File: src/hw/rtl/bbp_pkg.sv
// Shared types, codes and constants of the bimodal branch predictor.
package bbp_pkg;

   localparam int TABLE_ENTRIES_DEF = 1024;

   localparam int PC_W    = 32;
   localparam int WORD_W  = PC_W - 2;
   localparam int CNT_W   = 32;
   localparam int ENTRY_W = 2;
   localparam int MODE_W  = 2;

   localparam int CSR_ADDR_W = 3;
   localparam int CSR_DATA_W = 32;
   localparam int REG_IDX_W  = CSR_ADDR_W - 2;

   localparam logic [REG_IDX_W-1:0] REG_MODE = REG_IDX_W'(0);

   localparam logic [MODE_W-1:0] MODE_STATIC  = 2'd0;
   localparam logic [MODE_W-1:0] MODE_ONE_BIT = 2'd1;
   localparam logic [MODE_W-1:0] MODE_TWO_BIT = 2'd2;

   localparam logic CMD_PREDICT = 1'b0;
   localparam logic CMD_UPDATE  = 1'b1;

   localparam logic [ENTRY_W-1:0] TAKEN_THRESHOLD = 2'd2;
   localparam logic [ENTRY_W-1:0] COUNTER_MAX     = 2'd3;

   typedef struct packed {
      logic            cmd;
      logic [PC_W-1:0] pc;
      logic            taken;
      logic            was_correct;
   } req_type;

   typedef struct packed {
      logic             prediction;
      logic [CNT_W-1:0] branch_total;
      logic [CNT_W-1:0] correct_total;
   } rsp_type;

endpackage

File: src/hw/rtl/bbp_ram.sv
// Generic single-write, single-read RAM with registered read data.
module bbp_ram #(
   parameter int WIDTH = 2,
   parameter int DEPTH = 1024
) (
   input  logic                     clock,
   input  logic                     we,
   input  logic [$clog2(DEPTH)-1:0] waddr,
   input  logic [WIDTH-1:0]         wdata,
   input  logic                     re,
   input  logic [$clog2(DEPTH)-1:0] raddr,
   output logic [WIDTH-1:0]         rdata
);

   logic [WIDTH-1:0] mem [DEPTH];
   logic [WIDTH-1:0] rdata_ff;

   always_ff @(posedge clock) begin
      if (we) begin
         mem[waddr] <= wdata;
      end
      if (re) begin
         rdata_ff <= mem[raddr];
      end
   end

   assign rdata = rdata_ff;

endmodule

File: src/hw/rtl/bbp_index.sv
// Table index unit: word address modulo the table size.
module bbp_index #(
   parameter int ENTRIES = bbp_pkg::TABLE_ENTRIES_DEF
) (
   input  logic                       clock,
   input  logic                       reset,
   input  logic                       start,
   input  logic [bbp_pkg::WORD_W-1:0] word,
   output logic                       done,
   output logic [$clog2(ENTRIES)-1:0] idx
);
   import bbp_pkg::*;

   localparam int IDX_W = $clog2(ENTRIES);

   generate
      if ((ENTRIES & (ENTRIES - 1)) == 0) begin : g_pow2
         logic             done_ff;
         logic [IDX_W-1:0] idx_ff;

         always_ff @(posedge clock) begin
            if (reset) begin
               done_ff <= 1'b0;
            end else begin
               done_ff <= start;
            end
         end

         always_ff @(posedge clock) begin
            if (start) begin
               idx_ff <= word[IDX_W-1:0];
            end
         end

         assign done = done_ff;
         assign idx  = idx_ff;
      end else begin : g_recip
         // Reciprocal multiply: the quotient estimate is low by at most one,
         // so one compare and subtract finishes the remainder. Three steps.
         localparam logic [WORD_W-1:0] RECIP_L = WORD_W'((64'd1 << WORD_W) / ENTRIES);
         localparam logic [IDX_W:0]    MOD_L   = (IDX_W + 1)'(ENTRIES);

         logic [2*WORD_W-1:0] prod;
         logic                v1_ff, v2_ff, done_ff;
         logic [IDX_W:0]      word_ff;
         logic [IDX_W:0]      quot_ff;
         logic [IDX_W:0]      rem_ff;
         logic [IDX_W-1:0]    idx_ff;

         assign prod = (2*WORD_W)'(word) * (2*WORD_W)'(RECIP_L);

         always_ff @(posedge clock) begin
            if (reset) begin
               v1_ff   <= 1'b0;
               v2_ff   <= 1'b0;
               done_ff <= 1'b0;
            end else begin
               v1_ff   <= start;
               v2_ff   <= v1_ff;
               done_ff <= v2_ff;
            end
         end

         // Remainder below twice the table size, so the low bits are enough.
         always_ff @(posedge clock) begin
            if (start) begin
               word_ff <= word[IDX_W:0];
               quot_ff <= prod[WORD_W+IDX_W:WORD_W];
            end
            rem_ff <= word_ff - quot_ff * MOD_L;
            idx_ff <= (rem_ff >= MOD_L) ? IDX_W'(rem_ff - MOD_L) : rem_ff[IDX_W-1:0];
         end

         assign done = done_ff;
         assign idx  = idx_ff;
      end
   endgenerate

endmodule

File: src/hw/rtl/bimodal_branch_predictor_core.sv
// Flow: the index unit (a bit slice for a power-of-two table, otherwise a
//   three-step reciprocal remainder), then the table read, then the response register.
// Throughput: one transaction in flight; the next is taken only after the index
//   step, one table read and one write-back per item, and a free response slot.
// Reset: synchronous; a clearing pass then zeroes every table entry,
//   with req_ready low; CSR writes are taken throughout.
module bimodal_branch_predictor_core #(
   parameter int TABLE_ENTRIES = bbp_pkg::TABLE_ENTRIES_DEF
) (
   input  logic                           clock,
   input  logic                           reset,
   input  logic                           req_valid,
   output logic                           req_ready,
   input  bbp_pkg::req_type               req_payload,
   output logic                           rsp_valid,
   input  logic                           rsp_ready,
   output bbp_pkg::rsp_type               rsp_payload,
   input  logic                           csr_psel,
   input  logic                           csr_penable,
   input  logic                           csr_pwrite,
   input  logic [bbp_pkg::CSR_ADDR_W-1:0] csr_paddr,
   input  logic [bbp_pkg::CSR_DATA_W-1:0] csr_pwdata,
   output logic [bbp_pkg::CSR_DATA_W-1:0] csr_prdata,
   output logic                           csr_pready
);
   import bbp_pkg::*;

   localparam int IDX_W = $clog2(TABLE_ENTRIES);
   localparam logic [IDX_W-1:0] LAST_IDX = IDX_W'(TABLE_ENTRIES - 1);

   localparam logic [1:0] S_CLEAR = 2'd0;
   localparam logic [1:0] S_IDLE  = 2'd1;
   localparam logic [1:0] S_INDEX = 2'd2;
   localparam logic [1:0] S_READ  = 2'd3;

   logic [1:0]        state_ff, state_in;
   logic [IDX_W-1:0]  clr_addr_ff, clr_addr_in;
   req_type           item_ff, item_in;
   logic [IDX_W-1:0]  idx_ff, idx_in;
   logic [MODE_W-1:0] mode_ff, mode_in;
   logic [CNT_W-1:0]  total_ff, total_in;
   logic [CNT_W-1:0]  right_ff, right_in;
   rsp_type           rsp_ff, rsp_in;
   logic              rsp_valid_ff, rsp_valid_in;

   logic                 req_take;
   logic                 idx_done;
   logic [IDX_W-1:0]     idx_out;
   logic                 ram_we, ram_re;
   logic [IDX_W-1:0]     ram_waddr;
   logic [ENTRY_W-1:0]   ram_wdata, ram_rdata;
   logic                 commit;
   logic                 pred;
   logic [ENTRY_W-1:0]   trained;
   logic                 train_en;
   logic                 csr_wr;
   logic [REG_IDX_W-1:0] csr_reg;

   assign req_ready = (state_ff == S_IDLE);
   assign req_take  = req_valid && req_ready;

   bbp_index #(
      .ENTRIES(TABLE_ENTRIES)
   ) u_index (
      .clock(clock),
      .reset(reset),
      .start(req_take),
      .word (req_payload.pc[PC_W-1:2]),
      .done (idx_done),
      .idx  (idx_out)
   );

   bbp_ram #(
      .WIDTH(ENTRY_W),
      .DEPTH(TABLE_ENTRIES)
   ) u_table (
      .clock(clock),
      .we   (ram_we),
      .waddr(ram_waddr),
      .wdata(ram_wdata),
      .re   (ram_re),
      .raddr(idx_out),
      .rdata(ram_rdata)
   );

   // One item in flight: write-back lands before the next read is issued.
   assign ram_re = (state_ff == S_INDEX) && idx_done;
   assign commit = (state_ff == S_READ) && (!rsp_valid_ff || rsp_ready);

   always_comb begin
      pred     = 1'b0;
      trained  = ram_rdata;
      train_en = 1'b0;
      unique case (mode_ff)
         MODE_ONE_BIT: begin
            pred     = (ram_rdata != '0);
            trained  = {1'b0, item_ff.taken};
            train_en = 1'b1;
         end
         MODE_TWO_BIT: begin
            pred     = (ram_rdata >= TAKEN_THRESHOLD);
            train_en = 1'b1;
            if (item_ff.taken && ram_rdata != COUNTER_MAX) begin
               trained = ram_rdata + ENTRY_W'(1);
            end else if (!item_ff.taken && ram_rdata != '0) begin
               trained = ram_rdata - ENTRY_W'(1);
            end
         end
         default: begin
            pred     = 1'b0;
            train_en = 1'b0;
         end
      endcase
   end

   always_comb begin
      if (state_ff == S_CLEAR) begin
         ram_we    = 1'b1;
         ram_waddr = clr_addr_ff;
         ram_wdata = '0;
      end else begin
         ram_we    = commit && (item_ff.cmd == CMD_UPDATE) && train_en;
         ram_waddr = idx_ff;
         ram_wdata = trained;
      end
   end

   always_comb begin
      state_in     = state_ff;
      clr_addr_in  = clr_addr_ff;
      item_in      = item_ff;
      idx_in       = idx_ff;
      total_in     = total_ff;
      right_in     = right_ff;
      rsp_in       = rsp_ff;
      rsp_valid_in = rsp_valid_ff && !rsp_ready;
      unique case (state_ff)
         S_CLEAR: begin
            clr_addr_in = clr_addr_ff + IDX_W'(1);
            if (clr_addr_ff == LAST_IDX) begin
               state_in = S_IDLE;
            end
         end
         S_IDLE: begin
            if (req_take) begin
               item_in  = req_payload;
               state_in = S_INDEX;
            end
         end
         S_INDEX: begin
            if (idx_done) begin
               idx_in   = idx_out;
               state_in = S_READ;
            end
         end
         S_READ: begin
            if (commit) begin
               if (item_ff.cmd == CMD_UPDATE) begin
                  total_in = total_ff + CNT_W'(1);
                  if (item_ff.was_correct) begin
                     right_in = right_ff + CNT_W'(1);
                  end
               end
               rsp_in.prediction    = (item_ff.cmd == CMD_PREDICT) ? pred : 1'b0;
               rsp_in.branch_total  = total_in;
               rsp_in.correct_total = right_in;
               rsp_valid_in         = 1'b1;
               state_in             = S_IDLE;
            end
         end
         default: state_in = S_IDLE;
      endcase
   end

   // CSR decode on the word index of the address
   assign csr_reg    = csr_paddr[CSR_ADDR_W-1:2];
   assign csr_wr     = csr_psel && csr_penable && csr_pwrite && csr_pready;
   assign csr_pready = 1'b1;
   assign mode_in    = (csr_wr && csr_reg == REG_MODE) ? csr_pwdata[MODE_W-1:0] : mode_ff;
   assign csr_prdata = (csr_reg == REG_MODE) ? CSR_DATA_W'(mode_ff) : '0;

   always_ff @(posedge clock) begin
      if (reset) begin
         state_ff     <= S_CLEAR;
         clr_addr_ff  <= '0;
         mode_ff      <= MODE_STATIC;
         total_ff     <= '0;
         right_ff     <= '0;
         rsp_valid_ff <= 1'b0;
      end else begin
         state_ff     <= state_in;
         clr_addr_ff  <= clr_addr_in;
         mode_ff      <= mode_in;
         total_ff     <= total_in;
         right_ff     <= right_in;
         rsp_valid_ff <= rsp_valid_in;
      end
   end

   always_ff @(posedge clock) begin
      item_ff <= item_in;
      idx_ff  <= idx_in;
      rsp_ff  <= rsp_in;
   end

   assign rsp_valid   = rsp_valid_ff;
   assign rsp_payload = rsp_ff;

endmodule

File: config.mk
export PLATFORM = sky130hd
export DESIGN_NAME = bimodal_branch_predictor_core
export DESIGN_NICKNAME = d
export VERILOG_FILES = /design/src/hw/rtl/bbp_pkg.sv /design/src/hw/rtl/bbp_ram.sv /design/src/hw/rtl/bbp_index.sv /design/src/hw/rtl/bimodal_branch_predictor_core.sv
export SDC_FILE = /design/constraint.sdc
export NUM_CORES = 2
export LEC_CHECK = 0
export ABC_AREA = 1
export BUFFER_PORTS_ARGS = -buffer_cell sky130_fd_sc_hd__buf_2
export CAP_MARGIN = 20
export CORE_MARGIN = 8
export CORE_UTILIZATION = 55
export CTS_BUF_LIST = sky130_fd_sc_hd__clkbuf_8 sky130_fd_sc_hd__clkbuf_16
export DETAILED_ROUTE_END_ITERATION = 8
export PLACE_DENSITY_LB_ADDON = 0.25
export SLEW_MARGIN = 20
export SYNTH_ARGS = -nofsm -noshare
export SYNTH_HDL_FRONTEND = slang
export SYNTH_SLANG_ARGS = --single-unit
File: constraint.sdc
create_clock -name clock -period 128.5 [get_ports clock]
set_input_delay 25.7 -clock clock [delete_from_list [all_inputs] [get_ports clock]]
set_output_delay 25.7 -clock clock [all_outputs]
set_load 0.01 [all_outputs]
==> impl_results.rst <==
.. list-table::
   :header-rows: 1

   * - Metric
     - Value
   * - Mean instance size in the synthesized netlist
     - 10.7 um^2
   * - Highest achievable clock rate
     - 19.3 MHz
   * - Non-filler instance count after layout
     - 11100
   * - Antenna viol nets, final
     - 0
   * - Yosys warning total
     - 0
   * - Residual overflow from global routing
     - 0
   * - Most used cells in the layout excluding fill and tap cells
     - sky130_fd_sc_hd__nand2_1, sky130_fd_sc_hd__edfxtp_1, sky130_fd_sc_hd__nand3_1
   * - Combinational family with the most area after synthesis
     - simple AND/OR/NAND/NOR gates
   * - Worst endpoint data arrival time
     - 26040 ps
   * - Final clock skew
     - 40.5 ps
   * - Main flop type after synthesis
     - sky130_fd_sc_hd__edfxtp_1
   * - Post-layout min period
     - 51740 ps
   * - Detailed-route wire length
     - 253000 um
   * - Most frequent standard cell in the layout excluding fill and tap cells
     - sky130_fd_sc_hd__nand2_1
   * - Share of synthesized area occupied by flip-flops and latches
     - 69.5%
   * - Cell count after placement
     - 10700
   * - Share of cell area taken by muxes after synthesis
     - 0%
   * - Root buffer cell
     - sky130_fd_sc_hd__clkbuf_16
   * - Sort of element at the end of the critical path
     - output port
   * - Full die area
     - 0.186 mm^2
   * - Clock-pin slew on the worst setup and hold paths
     - 60 ps
   * - Reg power frac
     - 55.2%
   * - Slew @ Worst Pin
     - 1200 ps
   * - Worst Hold Slack
     - 483 ps
   * - Count of max-cap constraint violations
     - 0
   * - Number of placed I/O pins
     - 177
   * - Leakage power
     - 38.1 nW
   * - Weighted congestion at the end of routability-driven global placement
     - 0.826
   * - Total CTS buffers
     - 214
   * - CTS tree
     - yes
   * - Width of the die
     - 431 um
   * - Final design utilization
     - 60.3%
   * - Crit start category
     - input pin
   * - Max incr delay on CP
     - 130 ps
   * - Synth-to-layout area growth
     - 9.17%
   * - Adder and majority cell fraction of the synthesized area
     - 0.185%
   * - Maximum fanout encountered on the critical timing path
     - 3
   * - Worst slack at placement
     - 76760 ps
   * - Max_slew headroom
     - 20.3%
   * - Worst path most repeated cell
     - sky130_fd_sc_hd__buf_2
   * - Average wire per cell in the routed design
     - 22.8 um
   * - Worst VDD drop
     - 14.3 uV
   * - Die boundary height
     - 431 um
   * - Post-synthesis instance area
     - 0.0946 mm^2
   * - Synth Area in XOR/XNOR
     - 0.491%
   * - Via total after detailed routing
     - 66000
   * - Part of the total power dissipated in the clock network
     - 44.2%
   * - Antenna violations before repair
     - 4
   * - Clock network latency to the later pin of the worst-skew pair
     - 840 ps
   * - Via count of the first global-routing pass
     - 64300
   * - Accumulated negative setup slack
     - 0 ps
   * - Maximum number of pins on one net before global-route repair
     - 229
   * - Biggest area consumer among synthesized cells
     - sky130_fd_sc_hd__edfxtp_1
   * - Synth Area in Compound Gates
     - 0.855%
   * - Net switching power
     - 0.280 mW
   * - Max stage delay cell, worst path
     - sky130_fd_sc_hd__buf_2
   * - Largest cells by area after synthesis
     - sky130_fd_sc_hd__edfxtp_1, sky130_fd_sc_hd__nand3_1, sky130_fd_sc_hd__nand2_1
   * - Fin worst setup slack
     - 76760 ps
   * - Hold Violations, Final
     - 0
   * - Proportion of layout cells with a drive suffix above 1
     - 7.06%
   * - Post_cts resized
     - 0
   * - GRT Overall Usage
     - 26.5%
   * - Power per standard cell area
     - 13.7 mW/mm^2
   * - Mapped Cells
     - 8842
   * - Cell Area, Placed
     - 0.0962 mm^2
   * - Hold buffers post-CTS
     - 0
   * - Area fraction in and, or, nand and nor cells after synthesis
     - 24.8%
   * - Number of violations reported at the end of detailed-routing iteration 0
     - 8848
   * - Total of endpoints with negative setup slack in the final report
     - 0
   * - Post-synth ARST share
     - 0%
   * - Count of H-tree levels built during CTS
     - 4
   * - WS Path Type
     - input pin to output port
   * - Routed vias/inst
     - 5.95
   * - Number of nets in the finished design
     - 8687
   * - Required time worst endpoint
     - 102800 ps
   * - Fraction of power consumed by combinational cells
     - 0.6%
   * - Buffers on Ports
     - 91
   * - Final period util
     - 40.3%
   * - List of cells traversed by the critical path
     - buf_2 > nor2_1 > buf_2
   * - Core Region
     - 0.171 mm^2
   * - Number of core rows
     - 152
   * - Global-route wire length before repair
     - 378000 um
   * - Count of cell types in the netlist
     - 40
   * - Clk buf depth
     - 3
   * - Seq cells post-synth
     - 2218
   * - RSZ-0062 raised after global routing
     - no
   * - Hold/Removal Path Class
     - flip-flop to flip-flop
   * - Length of the first detailed-routing pass in iterations
     - 8
   * - Power, Total
     - 1.41 mW
   * - Share of the synthesized area in the top cell type
     - 67.8%
   * - Number of enable flip-flop cells after synthesis
     - 2138
   * - # Post-CTS Setup Buffers
     - 0
   * - Switch share
     - 19.8%
   * - Fillers
     - 13700
   * - Internal power component
     - 1.13 mW
   * - Max-slew violation count
     - 0
   * - Initial core utilization
     - 55.2%
   * - Result of the run
     - completed
   * - Final instance area
     - 0.103 mm^2
   * - Post-detailed-placement half-perimeter wirelength
     - 127000 um
   * - Total clock sinks
     - 2218
   * - Residual DRC count
     - 0
[cell families after synthesis]
group	after synthesis
buffers and inverters	902
AO/OA/AOI/OAI	149
adder cells (fa/ha/maj)	14
AND/OR/NAND/NOR	5504
XOR/XNOR	53
flip-flops	2218
other	2
[layer usage]
layer	GRT usage, %	wire length, um	vias up
met2	44.5	121000	3391
met4	10.3	10100	0
met3	4.20	25300	565
met1	34.9	96100	32000
li1	-	-	30000
met5	0	0	-
[final timing paths]
| kind | end | cells past startpoint | slack (ps) | from |
|---|---|---|---|---|
| setup / recovery | csr_prdata[0] | 3 | 76760 | csr_paddr[2] |
| hold reg to reg | clr_addr_ff[9]$_SDFFE_PP0P_ | 2 | 480 | clr_addr_ff[9]$_SDFFE_PP0P_ |
| setup reg to reg | u_table.rdata[0]$_DFFE_PP_ | 16 | 123080 | u_index.idx[0]$_DFFE_PP_ |
| hold / removal | clr_addr_ff[9]$_SDFFE_PP0P_ | 2 | 480 | clr_addr_ff[9]$_SDFFE_PP0P_ |
[power by group through the flow]
stage               clock network [mW]  logic, mW  registers (mW)
finish                           0.626    0.00781           0.781
global route                     0.661    0.00798           0.780
CTS                              0.632    0.00750           0.781
detailed placement                   0    0.00753           0.796
global placement                     0    0.00743           0.796
floorplan                            0    0.00415           0.796
[cell usage after synthesis, types with 17 or more instances]
master                     number
sky130_fd_sc_hd__nand3_1     2068
sky130_fd_sc_hd__edfxtp_1    2138
sky130_fd_sc_hd__o21ai_0       68
sky130_fd_sc_hd__inv_2         22
sky130_fd_sc_hd__xor2_1        50
sky130_fd_sc_hd__buf_1        129
sky130_fd_sc_hd__buf_2        210
sky130_fd_sc_hd__clkbuf_1     302
sky130_fd_sc_hd__buf_4         51
sky130_fd_sc_hd__nor3_1        43
sky130_fd_sc_hd__nor2_2        17
sky130_fd_sc_hd__dfxtp_1       80
sky130_fd_sc_hd__nand2_1     2212
sky130_fd_sc_hd__inv_1        184
sky130_fd_sc_hd__a21oi_1       55
sky130_fd_sc_hd__nor2_1      1117
[flip-flops by register name (all words and copies together), names as in the netlist]
signal / count
mode_ff: 2
rsp_valid: 1
u_table.rdata: 2
u_index.idx: 10
u_index.done: 1
rsp_payload: 65
state_ff: 2
item_ff: 3
clr_addr_ff: 10
right_ff: 32
total_ff: 32
idx_ff: 10
u_table.mem: 2048
[critical path: cells and delay by family]
family / cells / cell delay [ps]
buffers and inverters: 2 / 240
and+or+nand+nor: 1 / 90
[layout make-up]
cell class | count | area, um^2 | share of cell area (%)
multi-input combinational | 5751 | 25300 | 24.5
inverter | 206 | 803 | 0.778
clock inverter | 174 | 1550 | 1.50
sequential | 2218 | 65800 | 63.7
clock buffer | 223 | 5490 | 5.31
antenna | 1 | 2.50 | 0.00242
timing repair buffer | 205 | 1470 | 1.42
tap | 2310 | 2890 | 2.80
Power figures use the tool's default switching activity.
